===== config.mk =====
export PLATFORM = sky130hd
export DESIGN_NAME = path_policy_checker_top
export DESIGN_NICKNAME = d
export VERILOG_FILES = /design/src/ppc_pkg.sv /design/src/path_policy_checker_top.sv
export SDC_FILE = /design/constraint.sdc
export NUM_CORES = 1
export LEC_CHECK = 0
export ABC_AREA = 1
export BUFFER_PORTS_ARGS = -buffer_cell sky130_fd_sc_hd__buf_2
export CORE_MARGIN = 2
export CORE_UTILIZATION = 40
export DETAILED_ROUTE_END_ITERATION = 10
export MAX_ROUTING_LAYER = met4
export PLACE_DENSITY = 0.65
export REMOVE_ABC_BUFFERS = 1
export SYNTH_ARGS = -nofsm -noshare
export SYNTH_HDL_FRONTEND = slang
export SYNTH_SLANG_ARGS = --single-unit

===== constraint.sdc =====
create_clock -name clk -period 2.09 [get_ports clk]
set_input_delay 0.418 -clock clk [delete_from_list [all_inputs] [get_ports clk]]
set_output_delay 0.418 -clock clk [all_outputs]
set_load 0.01 [all_outputs]

===== src/ppc_pkg.sv =====
// ----------------------------------------------------------------------------
// ppc_pkg: shared definitions for the path policy checker
// Reason codes, byte-level fault codes and the fixed path patterns that the
// checker compares against.
// ----------------------------------------------------------------------------
package ppc_pkg;

	// Verdict reason codes, as seen on the reason port.
	typedef enum logic [3:0] {
		RSN_OK           = 4'd0,
		RSN_EMPTY        = 4'd1,
		RSN_UNROOTED     = 4'd2,
		RSN_TOO_LONG     = 4'd3,
		RSN_BACKSLASH    = 4'd4,
		RSN_CONTROL      = 4'd5,
		RSN_EMPTY_SEG    = 4'd6,
		RSN_TRAVERSAL    = 4'd7,
		RSN_TIER2_CONFIG = 4'd8,
		RSN_NOT_LISTABLE = 4'd9,
		RSN_READ_LIMIT   = 4'd10,
		RSN_LOG_WRITE    = 4'd11,
		RSN_WRITE_LIMIT  = 4'd12,
		RSN_DELETE_LIMIT = 4'd13
	} reason_t;

	// Earliest byte-level fault; the code equals the low bits of the reason.
	typedef enum logic [2:0] {
		FLT_NONE      = 3'd0,
		FLT_UNROOTED  = 3'd2,
		FLT_BACKSLASH = 3'd4,
		FLT_CONTROL   = 3'd5,
		FLT_EMPTY_SEG = 3'd6
	} fault_t;

	// Operation codes.
	typedef enum logic [1:0] {
		OP_LIST   = 2'd0,
		OP_READ   = 2'd1,
		OP_WRITE  = 2'd2,
		OP_DELETE = 2'd3
	} op_t;

	// Pattern flags: index of each fixed-string match bit.
	localparam int PAT_COUNT      = 6;
	localparam int PAT_IN_LOGS    = 0;
	localparam int PAT_IN_TABLES  = 1;
	localparam int PAT_IN_CONFIG  = 2;
	localparam int PAT_IS_CFGJSON = 3;
	localparam int PAT_IS_LOGS    = 4;
	localparam int PAT_IS_TABLES  = 5;

	localparam int PAT_TEXT_W = 96;

	// Pattern text, left aligned and zero padded to twelve characters.
	localparam logic [PAT_TEXT_W-1:0] TXT_LOGS    = {"/logs/", 48'h0};
	localparam logic [PAT_TEXT_W-1:0] TXT_TABLES  = {"/tables/", 32'h0};
	localparam logic [PAT_TEXT_W-1:0] TXT_CONFIG  = {"/config/", 32'h0};
	localparam logic [PAT_TEXT_W-1:0] TXT_CFGJSON = "/config.json";

	localparam logic [PAT_TEXT_W-1:0] PAT_TEXT [PAT_COUNT] = '{
		TXT_LOGS, TXT_TABLES, TXT_CONFIG, TXT_CFGJSON, TXT_LOGS, TXT_TABLES
	};
	localparam logic [7:0] PAT_LEN [PAT_COUNT] = '{
		8'd6, 8'd8, 8'd8, 8'd12, 8'd6, 8'd8
	};
	localparam logic [PAT_COUNT-1:0] PAT_EXACT = 6'b111000;

	localparam logic [7:0] CH_SLASH     = 8'h2F;
	localparam logic [7:0] CH_BACKSLASH = 8'h5C;
	localparam logic [7:0] CH_DOT       = 8'h2E;
	localparam logic [7:0] CH_SPACE     = 8'h20;
	localparam logic [7:0] CH_DEL       = 8'h7F;

	// Character at position idx of a left-aligned pattern text.
	function automatic logic [7:0] pat_byte(input logic [PAT_TEXT_W-1:0] txt,
			input logic [3:0] idx);
		logic [PAT_TEXT_W-1:0] sh;
		sh = txt << {idx, 3'b000};
		return sh[PAT_TEXT_W-1 -: 8];
	endfunction

endpackage


===== src/path_policy_checker_top.sv =====
// ----------------------------------------------------------------------------
// path_policy_checker_top: streaming path access policy checker
// A path arrives one byte per beat; one verdict beat leaves per path.
// ----------------------------------------------------------------------------
// The block takes one input beat per clock cycle while the input is not
// stalled, with no gaps required. The verdict for a path is worked out from
// the beat marked last once it sits in the input register, and is then
// loaded into the result register that drives the output.
// The rate is set by the single registered pass per byte, which updates the
// length counter, the fault and segment trackers and six pattern match
// flags. The input is stalled only while the result register holds an
// untaken verdict and the beat in the input register would produce another
// one. Beats without a byte and without last are absorbed silently.
module path_policy_checker_top #(
	parameter int MAX_PATH_LEN = 127
) (
	input  logic       clk,
	input  logic       arst_n,
	input  logic       in_valid,
	output logic       in_stall,
	input  logic [7:0] path_byte,
	input  logic       has_byte,
	input  logic       last,
	input  logic [1:0] op,
	output logic       out_valid,
	input  logic       out_stall,
	output logic       allowed,
	output logic [3:0] reason
);
	import ppc_pkg::*;

	localparam logic [7:0] MAX_LEN = 8'(MAX_PATH_LEN);

	// Input register.
	logic       valid_s1;
	logic [7:0] byte_s1;
	logic       has_s1;
	logic       last_s1;
	logic [1:0] op_s1;
	logic       go_s1;

	// Per-path state.
	logic [7:0]           count_q;
	fault_t               fault_q;
	logic                 slash_q;
	logic [1:0]           seglen_q;
	logic                 dots_q;
	logic                 trav_q;
	logic [PAT_COUNT-1:0] match_q;

	// Result register.
	logic    out_valid_q;
	logic    allowed_q;
	reason_t reason_q;

	// Next state after the byte in the input register, and its verdict.
	logic [7:0]           count_n;
	fault_t               fault_n;
	logic                 slash_n;
	logic [1:0]           seglen_n;
	logic                 dots_n;
	logic                 trav_n;
	logic [PAT_COUNT-1:0] match_n;
	logic [PAT_COUNT-1:0] hit;
	logic                 trav_final;
	reason_t              verdict;

	// The input beat moves on unless it would overwrite a held verdict.
	assign go_s1    = !(last_s1 && out_valid_q && out_stall);
	assign in_stall = valid_s1 && !go_s1;

	always_ff @(posedge clk or negedge arst_n) begin
		if (!arst_n) begin
			valid_s1 <= 1'b0;
		end else if (!in_stall) begin
			valid_s1 <= in_valid;
		end
	end

	always_ff @(posedge clk) begin
		if (in_valid && !in_stall) begin
			byte_s1 <= path_byte;
			has_s1  <= has_byte;
			last_s1 <= last;
			op_s1   <= op;
		end
	end

	// Byte update: patterns, first fault, segment tracking and length.
	always_comb begin
		count_n  = count_q;
		fault_n  = fault_q;
		slash_n  = slash_q;
		seglen_n = seglen_q;
		dots_n   = dots_q;
		trav_n   = trav_q;
		match_n  = match_q;
		if (has_s1) begin
			for (int k = 0; k < PAT_COUNT; k++) begin
				if (count_q < PAT_LEN[k] &&
						byte_s1 != pat_byte(PAT_TEXT[k], count_q[3:0])) begin
					match_n[k] = 1'b0;
				end
			end
			if (fault_q == FLT_NONE) begin
				if (count_q == 8'd0 && byte_s1 != CH_SLASH) begin
					fault_n = FLT_UNROOTED;
				end else if (byte_s1 == CH_BACKSLASH) begin
					fault_n = FLT_BACKSLASH;
				end else if (byte_s1 < CH_SPACE || byte_s1 == CH_DEL) begin
					fault_n = FLT_CONTROL;
				end else if (byte_s1 == CH_SLASH && slash_q) begin
					fault_n = FLT_EMPTY_SEG;
				end
			end
			if (count_q == 8'd0) begin
				seglen_n = 2'd0;
				dots_n   = 1'b1;
			end else if (byte_s1 == CH_SLASH) begin
				if (seglen_q == 2'd2 && dots_q) begin
					trav_n = 1'b1;
				end
				seglen_n = 2'd0;
				dots_n   = 1'b1;
			end else begin
				if (seglen_q != 2'd3) begin
					seglen_n = seglen_q + 2'd1;
				end
				if (byte_s1 != CH_DOT) begin
					dots_n = 1'b0;
				end
			end
			slash_n = (byte_s1 == CH_SLASH);
			if (count_q != 8'hFF) begin
				count_n = count_q + 8'd1;
			end
		end
	end

	// Pattern hits: exact patterns need the full length, prefixes at least it.
	always_comb begin
		for (int k = 0; k < PAT_COUNT; k++) begin
			if (PAT_EXACT[k]) begin
				hit[k] = match_n[k] && (count_n == PAT_LEN[k]);
			end else begin
				hit[k] = match_n[k] && (count_n >= PAT_LEN[k]);
			end
		end
	end

	// The last segment closes at the end of the path too.
	assign trav_final = trav_n ||
		(count_n > 8'd1 && seglen_n == 2'd2 && dots_n);

	// Verdict: structural checks in priority order, then the operation rule.
	always_comb begin
		if (count_n == 8'd0) begin
			verdict = RSN_EMPTY;
		end else if (fault_n == FLT_UNROOTED) begin
			verdict = RSN_UNROOTED;
		end else if (count_n > MAX_LEN) begin
			verdict = RSN_TOO_LONG;
		end else if (fault_n != FLT_NONE) begin
			verdict = reason_t'({1'b0, fault_n});
		end else if (trav_final) begin
			verdict = RSN_TRAVERSAL;
		end else begin
			case (op_t'(op_s1))
				OP_LIST: begin
					if (hit[PAT_IS_LOGS] || hit[PAT_IS_TABLES]) begin
						verdict = RSN_OK;
					end else begin
						verdict = hit[PAT_IN_CONFIG] ? RSN_TIER2_CONFIG : RSN_NOT_LISTABLE;
					end
				end
				OP_READ: begin
					if (hit[PAT_IN_LOGS]) begin
						verdict = RSN_OK;
					end else begin
						verdict = hit[PAT_IN_CONFIG] ? RSN_TIER2_CONFIG : RSN_READ_LIMIT;
					end
				end
				OP_WRITE: begin
					if (hit[PAT_IN_TABLES] || hit[PAT_IS_CFGJSON]) begin
						verdict = RSN_OK;
					end else begin
						verdict = hit[PAT_IN_LOGS] ? RSN_LOG_WRITE : RSN_WRITE_LIMIT;
					end
				end
				default: begin
					verdict = hit[PAT_IN_LOGS] ? RSN_OK : RSN_DELETE_LIMIT;
				end
			endcase
		end
	end

	// Per-path state: advance on every beat, back to reset after a last beat.
	always_ff @(posedge clk or negedge arst_n) begin
		if (!arst_n) begin
			count_q  <= 8'd0;
			fault_q  <= FLT_NONE;
			slash_q  <= 1'b0;
			seglen_q <= 2'd0;
			dots_q   <= 1'b1;
			trav_q   <= 1'b0;
			match_q  <= '1;
		end else if (valid_s1 && go_s1) begin
			if (last_s1) begin
				count_q  <= 8'd0;
				fault_q  <= FLT_NONE;
				slash_q  <= 1'b0;
				seglen_q <= 2'd0;
				dots_q   <= 1'b1;
				trav_q   <= 1'b0;
				match_q  <= '1;
			end else begin
				count_q  <= count_n;
				fault_q  <= fault_n;
				slash_q  <= slash_n;
				seglen_q <= seglen_n;
				dots_q   <= dots_n;
				trav_q   <= trav_n;
				match_q  <= match_n;
			end
		end
	end

	// Result register.
	always_ff @(posedge clk or negedge arst_n) begin
		if (!arst_n) begin
			out_valid_q <= 1'b0;
		end else if (valid_s1 && go_s1 && last_s1) begin
			out_valid_q <= 1'b1;
		end else if (!out_stall) begin
			out_valid_q <= 1'b0;
		end
	end

	always_ff @(posedge clk) begin
		if (valid_s1 && go_s1 && last_s1) begin
			reason_q  <= verdict;
			allowed_q <= (verdict == RSN_OK);
		end
	end

	assign out_valid = out_valid_q;
	assign allowed   = allowed_q;
	assign reason    = 4'(reason_q);

endmodule


# --- After elaboration in Yosys (flattened, before gate mapping) ---
# Index checks and enable logic that the tools add are counted.
totals:
  regBits: 41
  out_inout_bits: 7
  word_cells: 134
  input_bits: 16
op_classes:
  shifts: 4
  add_sub_neg: 2
  n_mux: 50
  eq_ne: 20
  n_lt_le_gt_ge: 8
  reduce_logical: 35
ops:
  columns: ["operator", "n"]
  rows:
  - ["<< shifter 94 x 7 -> 96 bit (first input constant)", 4]
  - ["two-way mux 4 bit", 9]
  - ["inequality test 8 bit", 4]
  - ["two-way mux 3 bit", 8]
  - ["two-way mux 8 bit", 3]
  - ["logical AND 1 bit", 21]
  - ["two-way mux 1 bit", 21]
  - ["equality test 8 x 4 -> 1 bit (second input constant)", 2]
  - ["equality test 8 x 7 -> 1 bit (second input constant)", 2]
  - ["logical NOT 8 bit", 2]
  - ["less-than comparator 8 x 4 -> 1 bit (second input constant)", 2]
  - ["inequality test 8 x 6 -> 1 bit (second input constant)", 2]
  - ["two-way mux 2 bit", 6]
  - ["two-way mux 6 bit", 2]
  - ["one-hot mux 4 bit (3 select lines)", 1]
  - ["adder 8 x 1 -> 8 bit (second input constant)", 1]
  - ["equality test 8 x 3 -> 1 bit (second input constant)", 1]
  - ["equality test 8 x 6 -> 1 bit (second input constant)", 1]
  - ["greater-or-equal comparator 8 x 3 -> 1 bit (second input constant)", 1]
  - ["greater-or-equal comparator 8 x 4 -> 1 bit (second input constant)", 1]
  - ["greater-than comparator 8 x 1 -> 1 bit (second input constant)", 1]
  - ["greater-than comparator 8 x 7 -> 1 bit (second input constant)", 1]
  - ["less-than comparator 8 x 3 -> 1 bit (second input constant)", 1]
  - ["less-than comparator 8 x 6 -> 1 bit (second input constant)", 1]
  - ["15 further kinds", 21]

# --- Depth between registers and ports, before layout ---
depth:
  depth_word: 15
  depth_mapped: 20
  ltp_nobuf: 19

# --- Worst setup path before layout ---
# OpenSTA, ideal clock, no wires.
synth_timing:
  path_type: "reg-to-reg"
  startpoint: "register count_q[1]"
  endpoint: "register reason_q[0], in the netlist reason[0] (data pin)"
  n_path_buf: 0
  synth_period_minus_slack_ps: 2252
  t_required_ps: 1833
  setup_slack_ps: -162
  setup_ps: 257
  arrival_time_ps: 1995
  stages_incl_launch_ff: 18
  path_cell_list: "dfrtp_1 > ha_1 > inv_1 > nor2_8 > nand2_4 > nand2_1 > nand2_1 > nand2_1 > nor2_1 > nand3_2 > nand2_2 > nand2_2 > nor2_2 > nand3_1 > nand2_1 > nand2_1 > nand2_1 > nand2_2"
synth_between:
  elab_chain_cells: 14
  elab_cells_between_ends: 71
  cone_classes: "add/sub (1); order compare (7); eq/ne (10); shift (4); mux (30); reduce/logical (19)"
synth_lines:
  columns: ["element", "line_no", "source"]
  rows:
  - ["start, declared", "path_policy_checker_top.sv:43", "logic [7:0] count_q;"]
  - ["start signal, assigned", "path_policy_checker_top.sv:217", "count_q <= count_n;"]
  - ["parallel branches: the longest is 13 deep, another holds adder 8 x 1 -> 8 bit", null, null]
  - ["two-way mux 4 bit *", "path_policy_checker_top.sv:157", "if (count_n == 8'd0) begin"]
  - ["via verdict[0]", "path_policy_checker_top.sv:66", "reason_t verdict;"]
  - ["end signal, assigned", "path_policy_checker_top.sv:241", "reason_q <= verdict;"]
  - ["end, declared", "path_policy_checker_top.sv:54", "reason_t reason_q;"]
# Mark *: on every way through the listed nets, which the timed path passes.
# A chain may end at the register's enable or synchronous reset.

# --- Worst setup path in the final report ---
# Ends and elaborated chain as after synthesis.

==> run summary <==
Library cell used as clock root buffer: sky130_fd_sc_hd__clkbuf_8. The path class of the lowest-slack min-delay path is in2async. For this configuration, the core starts out at a cell density of 40.7%. The worst setup path is captured at a flip-flop. OpenSTA, run right after detailed placement, puts the worst setup slack at -0.450 ns.

Clock-pin slew on the worst setup and hold paths: 0.09 ns. The remaining global-route overflow is 0. For the later-pin clock latency in the skew report, the log shows 0.31 ns. The number of hold buffers added after CTS was 0; the required time of the critical path was 2.16 ns. The post-route non-filler standard cell count is 676, and the estimated wirelength of the detail-placed design is 6900 um. The share of flip-flops with an asynchronous set or reset after synthesis was 58.5%; the switching part of the total was 37.7%.

At the pin with the least slew margin, the transition time is 0.600 ns. The run gives 0 as the number of design rule violations left after detail routing. For the initial antenna violation count, the log shows 0. Yosys mapped a number of flops with a built-in enable equal to 17. The checks that failed: negative setup slack. Cell internal power was estimated by the tool at 0.00191 W. The share of power burned in the clock network is 19.8%.

Among all cell types in the netlist, the one instantiated most often is sky130_fd_sc_hd__nand2_1. Fmax: 428 MHz. The tool flagged a number of max-cap violations equal to 0. Setup repair after global routing could not meet its margin everywhere.

Summed over all cells, the static leakage comes to 2.31 nW. The switching power summed over all nets is 0.00116 W. Sorting the synthesized cells by how often they occur yields 150 x sky130_fd_sc_hd__nand2_1, 60 x sky130_fd_sc_hd__nand3_1, 49 x sky130_fd_sc_hd__inv_1, 38 x sky130_fd_sc_hd__nor2_1, 19 x sky130_fd_sc_hd__nand4_1. Sequential elements use 36.0% of the synthesized area. Setup violations remaining at the end of the flow were counted as 5. The repair_antennas step left the layout with diodes totalling 0. The tools report the post-synthesis instance area as 0.00311 mm2. The flow ran to the end, but the final reports show violations. The tools report the arrival time at the worst endpoint as 2.41 ns. The logs give 0.106 ns for the worst hold margin and 0.00397 mm2 for the placed cell area.

Gate count after technology mapping: 454. The run gives 3,381 as the via count of the first global-routing pass. The fraction of layout cells with a size suffix above 1 is 39.5%, and the number of clock sinks is 41. The power consumption is 0.00307 W.

For the number of instances in the placed design, the log shows 654. Fill cells in the final layout number 669. The count of pins over their slew limit was 0; the power density relative to cell area was 678 mW/mm2. The layout overhead on the synthesized area came out at 45.3%. In the synthesized netlist the dominant register cell turns out to be sky130_fd_sc_hd__edfxtp_1. The post-layout worst setup margin was -0.247 ns; the total wire length was 9470 um. The final net count was 596; the detailed-router iteration count before antenna repair was 4. IR analysis of the VDD net gives a maximum drop of 0.329 mV. Of all nets on the critical path, the largest fanout is 7. Dividing the final minimum period by the clock period gives 112%. The floorplan die height was 92.2 um; the combined flip-flop and latch cell area was 0.00112 mm2. After the first detailed-routing iteration, the DRC count stood at 285. The run gives 2 as the maximum number of buffers from clock root to sink. The synthesized design spends more area on one cell type than any other, namely sky130_fd_sc_hd__nand2_1. The first global-routing pass estimated 15,500 um of wire.

The worst setup path is of the reg2reg kind. The logs give 23 for the number of placed I/O pins and 0 for the total number of yosys warnings. The post-synthesis average cell area works out to 6.86 um2. For the number of distinct library cells after synthesis, the log shows 39. In the final routed layout, each cell accounts on average for 14.0 um.

On the final layout, the worst clock skew is 0.00963 ns. The share of total power dissipated in sequential elements is 33.7%. The largest net degree at the start of global routing is 25. The number of buffer cells added on primary ports came out at 22.

After detailed routing, the number of vias per cell comes to 5.21. The detail route stage leaves a number of antenna-violating nets equal to 0. The logs give 0.00204 mm2 for the area occupied by multi-input gates and 23.2% for the global-route usage over all layers.

The share of the synthesized area in the top cell type was 18.1%. At the end of routability-driven placement, the weighted congestion stood at 1.10. The total number of vias is 3,525, and the post-route standard cell area excluding fillers is 0.00452 mm2. The startpoint type of the worst setup path was a flip-flop.

The tightest slew margin relative to the limit was 60.0%; the share of power burned in combinational logic was 46.5%. The floorplan step defined a die boundary enclosing 0.00850 mm2. The die is 92.2 um wide. In this run the number of H-tree levels came out at 2.

The run gives 0 as the number of failing hold endpoints at the final stage. TritonCTS built the clock tree. After synthesis the netlist holds a flip-flop and latch count of 41. The count of standard-cell rows is 32, and the TritonCTS buffer count is 5. The core region is 0.00765 mm2. Minimum clock period: 2.34 ns. Sorting the synthesized cells by area gives the leading types as sky130_fd_sc_hd__nand2_1 18%, sky130_fd_sc_hd__edfxtp_1 16%, sky130_fd_sc_hd__dfrtp_1 14%, sky130_fd_sc_hd__nand3_1 9.6%, sky130_fd_sc_hd__dfstp_2 5.9%.
routing by layer:
| layer | global-route usage (%) | routed length, um |
|---|---|---|
| met2 | 37.3 | 4530 |
| met3 | 3.45 | 406 |
| met4 | 6.47 | 213 |
| met5 | - | 0 |
| met1 | 30.8 | 4320 |
power groups by stage:
stage / Sequential (W) / Combinational (W) / Clock [W]
after floorplan: 0.00105 / 0.000634 / 0
after global placement: 0.00103 / 0.00114 / 0
after detailed placement: 0.00103 / 0.00115 / 0
after CTS: 0.00102 / 0.00127 / 0.000624
after global routing: 0.00104 / 0.00156 / 0.000650
final: 0.00103 / 0.00143 / 0.000608
placed cells by master, fill, tap and decap left out, types with 3 or more instances in the layout:
master                       n
sky130_fd_sc_hd__nand2_1   128
sky130_fd_sc_hd__nand2_4     7
sky130_fd_sc_hd__nor2_4      6
sky130_fd_sc_hd__buf_4      90
sky130_fd_sc_hd__inv_2       4
sky130_fd_sc_hd__dfstp_2     7
sky130_fd_sc_hd__inv_1      44
sky130_fd_sc_hd__ha_4        6
sky130_fd_sc_hd__edfxtp_1   17
sky130_fd_sc_hd__buf_2      22
sky130_fd_sc_hd__xor2_1      5
sky130_fd_sc_hd__dfrtp_1    13
sky130_fd_sc_hd__nor3_1      4
sky130_fd_sc_hd__a21oi_1    10
sky130_fd_sc_hd__nand4_1    19
sky130_fd_sc_hd__buf_6       7
sky130_fd_sc_hd__nand3_4     4
sky130_fd_sc_hd__clkbuf_8    7
sky130_fd_sc_hd__a21oi_2     3
sky130_fd_sc_hd__o21ai_0     7
sky130_fd_sc_hd__nor2_1     26
sky130_fd_sc_hd__o22ai_1    10
sky130_fd_sc_hd__clkinv_1    3
sky130_fd_sc_hd__nand2_2    23
sky130_fd_sc_hd__nand3_1    50
sky130_fd_sc_hd__dfrtp_2     4
sky130_fd_sc_hd__inv_4       4
sky130_fd_sc_hd__nand3_2    10
sky130_fd_sc_hd__nor2_2     13
registers in the layout (all words and copies together) (netlist names), 2 cells and up:
register,cells
match_q,6
seglen_q,2
count_q,8
fault_q,3
byte_s1,8
op_s1,2
reason,4
layout make-up:
| type | instances | area share [%] |
|---|---|---|
| Clock buffer | 7 | 2.13 |
| Clock inverter | 1 | 0.194 |
| Inverter | 55 | 4.79 |
| Multi-Input combinational cell | 349 | 45.2 |
| Sequential cell | 41 | 24.9 |
| Tap cell | 102 | 2.82 |
| Timing Repair Buffer | 121 | 20.0 |
cell families (layout without fill, tap and decap cells):
group           after synthesis  after routing  share of synthesized area (%)
fa+ha+maj                     7              7                           2.81
buf+inv                      65            184                           8.44
flops                        41             41                           36.0
xor+xnor                      5              5                           1.41
compound gates               40             40                           7.56
simple gates                296            297                           43.8
critical path, cell delays in order, from the launching register on:
cell and delay, ns:
sky130_fd_sc_hd__dfrtp_2 0.46, sky130_fd_sc_hd__ha_4 0.19, sky130_fd_sc_hd__inv_4 0.05, sky130_fd_sc_hd__nor2_8 0.16, sky130_fd_sc_hd__nand4_1 0.13, sky130_fd_sc_hd__nand2_2 0.13, sky130_fd_sc_hd__nand3_4 0.09, sky130_fd_sc_hd__nor2_4 0.19
sky130_fd_sc_hd__nand3_4 0.12, sky130_fd_sc_hd__nand2_4 0.08, sky130_fd_sc_hd__nand2_4 0.07, sky130_fd_sc_hd__nor2_2 0.10, sky130_fd_sc_hd__nand3_1 0.09, sky130_fd_sc_hd__nand2_1 0.07, sky130_fd_sc_hd__nand2_1 0.05, sky130_fd_sc_hd__nand2_1 0.07
sky130_fd_sc_hd__nand2_2 0.06
repair_timing:
item / CTS / global route
buffers inserted: 3 / 10
gates resized for setup: 43 / 53
cloned: 1 / 0
endpoints found under the setup margin: 5 / 7
pin swaps: 20 / 35
stage by stage:
stage,utilization [%],TNS [ns]
detailed placement,51.8,-1.96
CTS,55.7,-0.718
floorplan,-,-0.876
finish,59.1,-0.938
global placement,51.8,-1.66
global route,59.1,-1.86
path summary, 6_finish.rpt:
kind	endpoint	startpoint	slack, ns	cells past startpoint
setup / recovery	reason[0]	count_q[1]	-0.25	16
hold / removal	count_q[7]	arst_n	0.11	1
setup reg to reg	reason[0]	count_q[1]	-0.25	16
hold reg to reg	match_q[3]	match_q[3]	0.49	2
max in group asynchronous	count_q[0]	arst_n	1.54	1
min in group clk	last_s1	last	0.29	1
No activity file was read; power rests on OpenSTA's default activity.
